===== config.mk =====
export PLATFORM = sky130hd
export DESIGN_NAME = cartridge_bank_controller
export DESIGN_NICKNAME = d
export VERILOG_FILES = /design/src/design/cbc_pkg.sv /design/src/design/cartridge_bank_controller.sv /design/src/design/cbc_bank_unit.sv
export VERILOG_INCLUDE_DIRS = /design/src /design/src/design
export SDC_FILE = /design/constraint.sdc
export NUM_CORES = 1
export LEC_CHECK = 0
export BUFFER_PORTS_ARGS = -buffer_cell sky130_fd_sc_hd__buf_2
export CORE_AREA = 2 2 95 107
export CTS_CLUSTER_DIAMETER = 120
export DETAILED_ROUTE_END_ITERATION = 12
export DIE_AREA = 0 0 97 109
export PLACE_DENSITY = 0.58
export SLEW_MARGIN = 15
export SYNTH_ARGS = -nofsm -noshare
export SYNTH_HDL_FRONTEND = slang
export SYNTH_SLANG_ARGS = --single-unit

===== constraint.sdc =====
create_clock -name clk -period 4.8 [get_ports clk]
set_clock_uncertainty 0.1 [all_clocks]
set_input_delay 0.24 -clock clk [delete_from_list [all_inputs] [get_ports clk]]
set_output_delay 0.24 -clock clk [all_outputs]
set_load 0.05 [all_outputs]

===== src/design/assert_macros.svh =====
// assertion helpers shared by the bank controller modules
// expects clk and arst_n in the scope of each use
`ifndef ASSERT_MACROS_SVH
`define ASSERT_MACROS_SVH

// property that must hold at every clock edge out of reset
`define CBC_ASSERT_ALWAYS(label, expr, msg) \
	label: assert property (@(posedge clk) disable iff (!arst_n) (expr)) \
		else $error(msg);

// consequence must hold in the cycle after the antecedent
`define CBC_ASSERT_NEXT(label, ante, cons, msg) \
	label: assert property (@(posedge clk) disable iff (!arst_n) (ante) |=> (cons)) \
		else $error(msg);

`endif


===== src/design/cbc_pkg.sv =====
// shared types and constants of the cartridge bank controller
// no dependencies
`default_nettype none

package cbc_pkg;

	// field widths
	localparam int ADDR_W       = 16;
	localparam int DATA_W       = 8;
	localparam int MAP_W        = 22;
	localparam int BANK_W       = 8;
	localparam int RAM_BANK_W   = 2;
	localparam int ROM_BANK_BITS_DEF = 8;

	// data nibble that turns external RAM on
	localparam logic [3:0] RAM_ENABLE_KEY = 4'hA;

	// controller types
	typedef enum logic [1:0] {
		CART_ROM  = 2'd0,
		CART_MBC1 = 2'd1,
		CART_MBC2 = 2'd2,
		CART_MBC3 = 2'd3
	} cart_t;

	// memory select codes
	typedef enum logic [1:0] {
		SEL_NONE = 2'd0,
		SEL_ROM  = 2'd1,
		SEL_RAM  = 2'd2
	} mem_sel_t;

	// register regions below 0x8000, address bits 14:13
	typedef enum logic [1:0] {
		REG_RAM_EN   = 2'd0,
		REG_ROM_LO   = 2'd1,
		REG_ROM_HI   = 2'd2,
		REG_MODE     = 2'd3
	} region_t;

	// one bus access
	typedef struct packed {
		logic              write;
		logic [ADDR_W-1:0] addr;
		logic [DATA_W-1:0] data;
	} access_t;

	// one translated result
	typedef struct packed {
		mem_sel_t              sel;
		logic [MAP_W-1:0]      mapped;
		logic [BANK_W-1:0]     rom_bank;
		logic [RAM_BANK_W-1:0] ram_bank;
		logic                  ram_en;
		logic                  err;
	} result_t;

endpackage

`default_nettype wire


===== src/design/cartridge_bank_controller.sv =====
// Cartridge bank controller for plain ROM, MBC1, MBC2 and MBC3 carts. Each item is one CPU
// bus access; writes below 0x8000 update the bank registers, reads of ROM or external RAM
// space come back with the physical address. An item passes the input register, then the result
// register; one item is accepted every cycle while in_stall is low. Bank registers update as an
// item leaves the input register, so a bank write is seen by the very next access. The user
// must write cart_type via cfg_we/cfg_wdata while the block is idle; it is not enforced.
// top level; depends on cbc_pkg, cbc_bank_unit and assert_macros.svh
`default_nettype none

`include "assert_macros.svh"

module cartridge_bank_controller #(
	parameter int ROM_BANK_BITS = cbc_pkg::ROM_BANK_BITS_DEF
) (
	input  wire logic                              clk,
	input  wire logic                              arst_n,
	// configuration
	input  wire logic                              cfg_we,
	input  wire logic [1:0]                        cfg_wdata,
	// access channel
	input  wire logic                              in_valid,
	output logic                                   in_stall,
	input  wire logic                              operation,
	input  wire logic [cbc_pkg::ADDR_W-1:0]        address,
	input  wire logic [cbc_pkg::DATA_W-1:0]        write_data,
	// result channel
	output logic                                   out_valid,
	input  wire logic                              out_stall,
	output logic [1:0]                             mem_select,
	output logic [cbc_pkg::MAP_W-1:0]              mapped_address,
	output logic [cbc_pkg::BANK_W-1:0]             rom_bank_now,
	output logic [cbc_pkg::RAM_BANK_W-1:0]         ram_bank_now,
	output logic                                   ram_enabled,
	output logic                                   error
);

	logic [1:0]        cart_type_q;
	logic              valid_s1, valid_s2;
	cbc_pkg::access_t  acc_s1;
	cbc_pkg::result_t  res, res_s2;
	logic              adv_s1, take_in;

	// cart type register
	always_ff @(posedge clk or negedge arst_n) begin
		if (!arst_n)
			cart_type_q <= cbc_pkg::CART_ROM;
		else if (cfg_we)
			cart_type_q <= cfg_wdata;
	end

	// flow control
	assign adv_s1   = valid_s1 && (!valid_s2 || !out_stall);
	assign in_stall = valid_s1 && !adv_s1;
	assign take_in  = in_valid && !in_stall;

	// input register
	always_ff @(posedge clk or negedge arst_n) begin
		if (!arst_n)
			valid_s1 <= 1'b0;
		else if (take_in || adv_s1)
			valid_s1 <= take_in;
	end

	always_ff @(posedge clk) begin
		if (take_in) begin
			acc_s1.write <= operation;
			acc_s1.addr  <= address;
			acc_s1.data  <= write_data;
		end
	end

	cbc_bank_unit #(
		.ROM_BANK_BITS(ROM_BANK_BITS)
	) u_bank (
		.clk      (clk),
		.arst_n   (arst_n),
		.cart_type(cbc_pkg::cart_t'(cart_type_q)),
		.acc      (acc_s1),
		.fire     (adv_s1),
		.res      (res)
	);

	// result register
	always_ff @(posedge clk or negedge arst_n) begin
		if (!arst_n)
			valid_s2 <= 1'b0;
		else if (adv_s1 || !out_stall)
			valid_s2 <= adv_s1;
	end

	always_ff @(posedge clk) begin
		if (adv_s1)
			res_s2 <= res;
	end

	assign out_valid      = valid_s2;
	assign mem_select     = res_s2.sel;
	assign mapped_address = res_s2.mapped;
	assign rom_bank_now   = res_s2.rom_bank;
	assign ram_bank_now   = res_s2.ram_bank;
	assign ram_enabled    = res_s2.ram_en;
	assign error          = res_s2.err;

	`CBC_ASSERT_NEXT(a_item_reaches_output, adv_s1, valid_s2, "item lost between stages")
	`CBC_ASSERT_ALWAYS(a_stall_only_when_full, !in_stall || (valid_s1 && valid_s2),
		"input stalled with room in the pipe")

endmodule

`default_nettype wire


===== src/design/cbc_bank_unit.sv =====
// bank registers, register write decode and address translation
// depends on cbc_pkg and assert_macros.svh
`default_nettype none

`include "assert_macros.svh"

module cbc_bank_unit #(
	parameter int ROM_BANK_BITS = cbc_pkg::ROM_BANK_BITS_DEF
) (
	input  wire logic            clk,
	input  wire logic            arst_n,
	input  wire cbc_pkg::cart_t  cart_type,
	input  wire cbc_pkg::access_t acc,
	input  wire logic            fire,
	output cbc_pkg::result_t     res
);

	localparam logic [ROM_BANK_BITS-1:0] ROM_BANK_ONE = ROM_BANK_BITS'(1);

	logic [ROM_BANK_BITS-1:0]          rom_bank_q, rom_bank_d;
	logic [cbc_pkg::RAM_BANK_W-1:0]    ram_bank_q, ram_bank_d;
	logic                              ram_enable_q, ram_enable_d;
	logic                              ram_mode_q, ram_mode_d;
	logic [cbc_pkg::BANK_W-1:0]        rom_ext, rom_cand;
	logic [ROM_BANK_BITS-1:0]          rom_masked;
	logic                              reg_write, enable_hit, err;
	cbc_pkg::region_t                  region;

	assign rom_ext    = cbc_pkg::BANK_W'(rom_bank_q);
	assign region     = cbc_pkg::region_t'(acc.addr[14:13]);
	assign reg_write  = acc.write && !acc.addr[15];
	assign enable_hit = (acc.data[3:0] == cbc_pkg::RAM_ENABLE_KEY);

	// register write decode
	always_comb begin
		rom_cand     = rom_ext;
		ram_bank_d   = ram_bank_q;
		ram_enable_d = ram_enable_q;
		ram_mode_d   = ram_mode_q;
		err          = 1'b0;
		if (reg_write && cart_type != cbc_pkg::CART_ROM) begin
			case (region)
				cbc_pkg::REG_RAM_EN: begin
					if (cart_type != cbc_pkg::CART_MBC2 || !acc.addr[12])
						ram_enable_d = enable_hit;
				end
				cbc_pkg::REG_ROM_LO: begin
					case (cart_type)
						cbc_pkg::CART_MBC1: rom_cand = {rom_ext[7:5], acc.data[4:0]};
						cbc_pkg::CART_MBC2: begin
							if (acc.addr[15:8] == 8'h21)
								rom_cand = {4'b0000, acc.data[3:0]};
						end
						default: rom_cand = {rom_ext[7], acc.data[6:0]};
					endcase
				end
				cbc_pkg::REG_ROM_HI: begin
					if (cart_type == cbc_pkg::CART_MBC1) begin
						if (!ram_mode_q)
							rom_cand = {1'b0, acc.data[1:0], rom_ext[4:0]};
						else
							ram_bank_d = acc.data[1:0];
					end else if (cart_type == cbc_pkg::CART_MBC3) begin
						err = 1'b1;
					end
				end
				default: begin
					if (cart_type == cbc_pkg::CART_MBC1) begin
						ram_mode_d = acc.data[0];
						if (!acc.data[0])
							ram_bank_d = '0;
					end else if (cart_type == cbc_pkg::CART_MBC3) begin
						err = 1'b1;
					end
				end
			endcase
		end
	end

	// mask to the implemented bank bits, bank zero maps to one
	assign rom_masked = rom_cand[ROM_BANK_BITS-1:0];
	assign rom_bank_d = (rom_masked == '0) ? ROM_BANK_ONE : rom_masked;

	// bank state
	always_ff @(posedge clk or negedge arst_n) begin
		if (!arst_n) begin
			rom_bank_q   <= ROM_BANK_ONE;
			ram_bank_q   <= '0;
			ram_enable_q <= 1'b0;
			ram_mode_q   <= 1'b0;
		end else if (fire) begin
			rom_bank_q   <= rom_bank_d;
			ram_bank_q   <= ram_bank_d;
			ram_enable_q <= ram_enable_d;
			ram_mode_q   <= ram_mode_d;
		end
	end

	// address translation, reads leave the banks as they are
	always_comb begin
		res.sel    = cbc_pkg::SEL_NONE;
		res.mapped = '0;
		if (!acc.addr[15]) begin
			if (!acc.write) begin
				res.sel = cbc_pkg::SEL_ROM;
				if (!acc.addr[14])
					res.mapped = cbc_pkg::MAP_W'(acc.addr);
				else
					res.mapped = {rom_ext, acc.addr[13:0]};
			end
		end else if (acc.addr[14:13] == 2'b01) begin
			res.sel    = cbc_pkg::SEL_RAM;
			res.mapped = cbc_pkg::MAP_W'({ram_bank_q, acc.addr[12:0]});
		end
		res.rom_bank = cbc_pkg::BANK_W'(rom_bank_d);
		res.ram_bank = ram_bank_d;
		res.ram_en   = ram_enable_d;
		res.err      = err;
	end

	`CBC_ASSERT_ALWAYS(a_rom_bank_nonzero, rom_bank_q != '0, "rom bank register holds zero")
	`CBC_ASSERT_NEXT(a_plain_rom_static, fire && cart_type == cbc_pkg::CART_ROM,
		rom_bank_q == $past(rom_bank_q) && ram_enable_q == $past(ram_enable_q), "plain rom changed state")
	`CBC_ASSERT_NEXT(a_rom_mode_clears_ram_bank,
		fire && reg_write && cart_type == cbc_pkg::CART_MBC1 && region == cbc_pkg::REG_MODE && !acc.data[0],
		ram_bank_q == '0 && !ram_mode_q, "rom banking mode left a ram bank set")

endmodule

`default_nettype wire

==> impl_metrics.toml, run 1 <==
[status]
status = "finished, final reports clean"

[timing]
post-route-period-util = 0.6014
setup_tns_ns = 0
setup_violations = 0
hold_viol_final = 0
tightest_slew_ns = 0.7284
fmax_mhz = 346.4
finalCriticalPeriod_ns = 2.887
finalMaxSlewViolations = 0
rsz0062_at_grt = "false"
max_slew_margin = 0.5075

[die]
die_x_um = 97
fp.dieH_um = 109
core_area_um2 = 9557
initial_core_util = 0.3399
die-area_um2 = 10570
io_pins = 70
fp-row-count = 38

[clock_tree]
cts-root-buf = "clkbuf_8"
cts.clk_slew.worst_paths_ns = 0.07
cts.sinks = 76
cts_max_path_buffers = 2
post_cts_resized = 0
worstSkewPairLatency_ns = 0.36
cts_setup_buffers = 0
hold_buffers = 30
htree_num_levels = 3
cts_made_buffers = 9
tritoncts = "built"

[routing]
first_iter_violations = 134
drc = 0
routed_wl_mm = 6.692
ant_nets = 0
viasPerCell = 4.814
wire_per_inst_um = 14.68
routed-via-count = 2195
firstDrtPassIters = 4

[global_route]
antenna_found_initial = 0
grt_first_pass_wirelength_mm = 10.92
overflow = 0
grt_max_degree = 54
grtUsageTotal = 0.1370
grt_pass1_vias = 2231

[yosys]
synthCells = 227
synth.top_cell.area_share = 0.5547
ys.flop_type = "edfxtp_1"
synth_seq_area_share = 0.6784
yosysTopAreaCell = "edfxtp_1"
ys_warn_count = 0
synth_edf_count = 60
yosys-top-cells-area = "edfxtp_1, dfrtp_1, ha_1"
synth_fp_nets = 268
synthDistinctLibCells = 49
ys_ff_latch = 76
synth_area_per_cell_um2 = 14.31
syn_area_um2 = 3248
async_reset_ff_frac = 0.2105

[finish]
finalNonFillerCells = 456
area_growth_pct = 29.85
fin_area_um2 = 4218
final_nets = 373
antenna_cells = 0
drive_above_1_share = 0.3274

[critical_path]
end_kind = "flop"
arrival_ns = 3.01
crit_slowest_cell = "edfxtp_1"
crit_fanout = 14
critical_path_required_ns = 4.92
crit_chain = "inv_1, ha_1, and4bb_2, o21ai_2, a221o_1, nor4_2, nand4_1, nand2b_1"
crit_path_start_kind = "flop"
critical_path_class = "reg2reg"
r2r_slack_ns = 1.91
cp_slowest_stage_delay_ns = 0.67

[place]
hpwl_mm = 4.612
place_congestion = 0.8716
postPlaceCellArea_um2 = 3704
placed_cells = 410
numPortBuffers = 68

[pwr]
finalPower_mw = 1.736
p_leak_nw = 1.738
ir_worst_vdd_v = 0.0001651
power_density_nw_per_um2 = 411.7

[worst_hold_path]
hold_class = "in2reg"

[flow_run]
drv_cap = 0
[synth_stat cells, types with 2 or more instances]
| cell | count |
|---|---|
| a21boi_0 | 3 |
| a21oi_1 | 5 |
| a22o_1 | 2 |
| a22oi_1 | 2 |
| a31oi_1 | 2 |
| and2_1 | 17 |
| and2_2 | 2 |
| and2b_2 | 3 |
| and3_1 | 7 |
| and4_1 | 2 |
| clkbuf_1 | 3 |
| dfrtp_1 | 15 |
| edfxtp_1 | 60 |
| ha_1 | 9 |
| inv_1 | 11 |
| mux2_2 | 7 |
| nand2_1 | 11 |
| nand2b_1 | 4 |
| nand3_1 | 6 |
| nand4_1 | 3 |
| nor2_1 | 10 |
| nor3_1 | 2 |
| nor4b_1 | 2 |
| o211ai_1 | 2 |
| o21ai_0 | 10 |
| or2_2 | 2 |
| or2b_2 | 2 |
| or4b_4 | 2 |
[sequential cells by signal, indices dropped and copies added, names as in the netlist]
signal,flops
ram_enabled,1
valid_s1,1
mem_select,2
acc_s1,24
u_bank.ram_bank_q,2
u_bank.ram_enable_q,1
mapped_address,22
out_valid,1
rom_bank_now,8
cart_type_q,2
u_bank.rom_bank_q,8
ram_bank_now,2
error,1
u_bank.ram_mode_q,1
[power by group]
group / internal, mW / leakage [nW] / switching, mW
combinational: 0.135 / 0.862 / 0.251
sequential: 0.816 / 0.779 / 0.0518
clock: 0.264 / 0.0972 / 0.218
total: 1.22 / 1.74 / 0.521
[per-stage QoR]
| step | setup WS [ns] | utilization | hold WS [ns] |
|---|---|---|---|
| 6_report | 1.913 | 0.4413 | 0.02463 |
| 5_1_grt | 1.722 | 0.4413 | 0.05077 |
| 4_1_cts | 1.903 | 0.4391 | 0.01723 |
| 3_5_place_dp | 1.926 | 0.3875 | 0.08580 |
| 3_3_place_gp | 1.985 | 0.3875 | 0.08801 |
| 2_1_floorplan | 2.318 | - | -0.1556 |
[cells by family after synthesis]
logic type,count (synthesis),synth area share
simple gates,83,0.1606
flops,76,0.6784
compound gates,36,0.07820
buf+inv,16,0.02388
fa+ha+maj,9,0.03467
mux,7,0.02427
[cell usage in the layout, fill, tap and decap left out, types with 5 or more instances in the layout]
cell type / count
dlygate4sd3_1: 30
and2_1: 15
edfxtp_1: 60
a21oi_1: 5
and3_1: 7
inv_1: 11
o21ai_0: 10
dfrtp_1: 15
clkbuf_8: 11
ha_1: 9
nor2_1: 10
nand3_1: 6
mux2_2: 7
nand2_1: 11
buf_2: 68
[final cells by class]
class                      instances  area, µm²
multi-input combinational        135      969.7
clock buffer                      13      158.9
clock inverter                     2      33.78
fill                             894       5339
sequential                        76       2203
timing repair buffer              99      660.6
tap                              120      150.1
inverter                          11      41.29
[metal layers]
layer	vias up	GRT usage	share of wire
met1	1067	0.1465	0.40
met3	18	0.03526	0.044
met5	-	0	0
li1	1056	-	-
met4	0	0.09155	0.035
met2	54	0.2411	0.52
[critical path, delay by kind of cell (launching register included)]
family	cells	cell delay (ns)
compound gates	2	0.53
simple gates	4	1.00
buf+inv	1	0.13
fa+ha+maj	1	0.32
flops	1	0.67
[worst paths after layout]
path,to,cells after the start,from
min in group asynchronous,u_bank.rom_bank_q[5]$_DFFE_PN0P_,2,arst_n
min reg2reg,out_valid$_DFFE_PN0P_,1,valid_s1$_DFFE_PN0P_
max in group asynchronous,u_bank.rom_bank_q[0]$_DFFE_PN1P_,2,arst_n
max,rom_bank_now[0]$_DFFE_PP_,8,acc_s1[22]$_DFFE_PP_
max reg2reg,rom_bank_now[0]$_DFFE_PP_,8,acc_s1[22]$_DFFE_PP_
min,out_valid$_DFFE_PN0P_,3,out_stall
Power figures use the tool's default switching activity.
==> run 2: changes to the inputs <==
PLACE_DENSITY = 0.6   (was 0.58)
clock period = 2.3 ns   (was 4.8 ns; I/O delays follow)
==> run 2 against run 1 <==
The flow now finishes with violations (negative setup slack). Sequential power rose by 110%. First-iteration DRC count fell by 17%. Clock power rose by 93%. Cell area rose by 8.7%. Hold slack improved by 0.10 ns. Routed wire length rose by 3.2%. Largest power group unchanged. Highest routed layer unchanged.
==> impl_metrics.toml, run 2 (same netlist as run 1, synthesis figures left out) <==
[finish]
postLayoutCoreUtil = 0.4796
final_nets = 414
top_register = "acc_s1"
layout_common_cells = "buf_2, edfxtp_1, buf_4, dlygate4sd3_1"
largest_reg_flops = 24
drive_above_1_share = 0.4153
antenna_cells = 0
area_growth_pct = 41.10
final_common_cell = "buf_2"

[die]
die_x_um = 97
die-area_um2 = 10570
fp-row-count = 38
core_area_um2 = 9557
io_pins = 70
fp.dieH_um = 109
initial_core_util = 0.3399

[critical_path]
reg2reg_depth = 6
r2r_start = "acc_s1[20]$_DFFE_PP_"
arrival_ns = 2.50
crit_path_start_kind = "flop"
crit_slowest_cell = "or4b_4"
critical_path_required_ns = 2.41
regToRegEndpoint = "rom_bank_now[0]$_DFFE_PP_"
crit_fanout = 2
critical_path_class = "reg2reg"
r2r_slack_ns = -0.09
cp-startpoint = "acc_s1[20]$_DFFE_PP_"
crit_end = "rom_bank_now[0]$_DFFE_PP_"
end_kind = "flop"
crit_chain = "or4b_4, o32a_1, a221o_1, nor4_2, nand4_1, nand2b_1"
cp_slowest_stage_delay_ns = 0.55

[place]
place_congestion = 0.8880
numPortBuffers = 68
hpwl_mm = 5.089

[timing]
rsz0062_at_grt = "true"
max_slew_margin = 0.6513
finalCriticalPeriod_ns = 2.394
setup_ws_ns = -0.09364
whs_ns = 0.1281
post-route-period-util = 1.041
hold_viol_final = 0
finalMaxSlewViolations = 0
fmax_mhz = 417.8
tightest_slew_ns = 0.5230
setup_violations = 3

[clock_tree]
cts_setup_buffers = 0
cts-root-buf = "clkbuf_8"
htree_num_levels = 3
cts.clk_slew.worst_paths_ns = 0.07
tritoncts = "built"
cts.sinks = 76
cts_max_path_buffers = 2
worstSkewPairLatency_ns = 0.34
cts_made_buffers = 9

[flow_run]
drv_cap = 0

[pwr]
p_leak_nw = 1.927
comb_power_share = 0.254
p_sw_frac = 0.2996
power_density_nw_per_um2 = 802.1
power.share.sequential = 0.492
p_int_mw = 2.575
ir_worst_vdd_v = 0.0003408
finalPower_mw = 3.676
clkPwrFrac = 0.254
switchingPower_mw = 1.101

[status]
status = "finished with violations"
violations = "negative setup slack"

[global_route]
antenna_found_initial = 0
grtUsageTotal = 0.1376
overflow = 0
grt_pass1_vias = 2301
grt_max_degree = 26
grt_first_pass_wirelength_mm = 11.25

[routing]
ant_nets = 0
wire_per_inst_um = 13.86
routed_wl_mm = 6.904
routed-via-count = 2289
firstDrtPassIters = 6
drc = 0
viasPerCell = 4.596
first_iter_violations = 111

[worst_hold_path]
hold_class = "in2async"
[run 2: cell count changes in the layout (fill, tap and decap cells not counted), sizes merged]
cell	change
buf	+37
clkinv	+1
dlygate4sd3	+4
[run 2: cell type report]
type,count,area (µm²)
Fill cell,894,4974
Timing Repair Buffer,140,973.4
Clock buffer,13,138.9
Sequential cell,76,2203
Tap cell,120,150.1
Clock inverter,3,37.54
Multi-Input combinational cell,135,1036
Inverter,11,43.79
[run 2: through the flow]
stage          cells  area (µm²)  setup WS (ns)  setup TNS, ns
2_1_floorplan    227        3291       -0.02353       -0.02353
3_3_place_gp     448        4021       -0.06886        -0.1384
3_5_place_dp     448        4021       -0.08120        -0.1496
4_1_cts          498        4548       -0.09825        -0.1838
5_1_grt          498        4583        -0.1566        -0.4038
6_report         498        4583       -0.09364        -0.1802
[run 2: worst min-delay path by stage]
| stage | startpoint | endpoint | cells after the start |
|---|---|---|---|
| after floorplan | arst_n | cart_type_q[0]$_DFFE_PN0P_ | 0 |
| after global placement | arst_n | u_bank.rom_bank_q[3]$_DFFE_PN0P_ | 1 |
| after detailed placement | arst_n | u_bank.rom_bank_q[2]$_DFFE_PN0P_ | 1 |
| after CTS | arst_n | cart_type_q[1]$_DFFE_PN0P_ | 2 |
| after global routing | arst_n | u_bank.rom_bank_q[2]$_DFFE_PN0P_ | 2 |
| final | arst_n | u_bank.rom_bank_q[2]$_DFFE_PN0P_ | 2 |
[run 2: critical path, delay by kind of cell (launching register included)]
kind | cells | cell delay [ns]
flops | 1 | 0.40
simple gates | 4 | 1.07
compound gates | 2 | 0.69
[run 2: repair_timing]
item,4_1_cts,5_1_grt
hold buffers,34,0
gates resized for setup,2,11
pin swaps,0,3
endpoints found under the setup margin,4,10
hold endpoints to repair,44,0
[run 2: layer usage]
layer,GRT usage,share of wire
met5,0,0
met3,0.03077,0.042
met2,0.2490,0.52
met4,0.06439,0.018
met1,0.1556,0.42
[run 2: power by group through the flow]
stage / combinational [mW] / clock (mW) / sequential, mW
4_1_cts: 0.929 / 0.963 / 1.81
2_1_floorplan: 0.343 / 0 / 2.07
5_1_grt: 1.01 / 1.01 / 1.83
3_5_place_dp: 0.877 / 0 / 1.84
6_report: 0.933 / 0.933 / 1.81
3_3_place_gp: 0.862 / 0 / 1.83
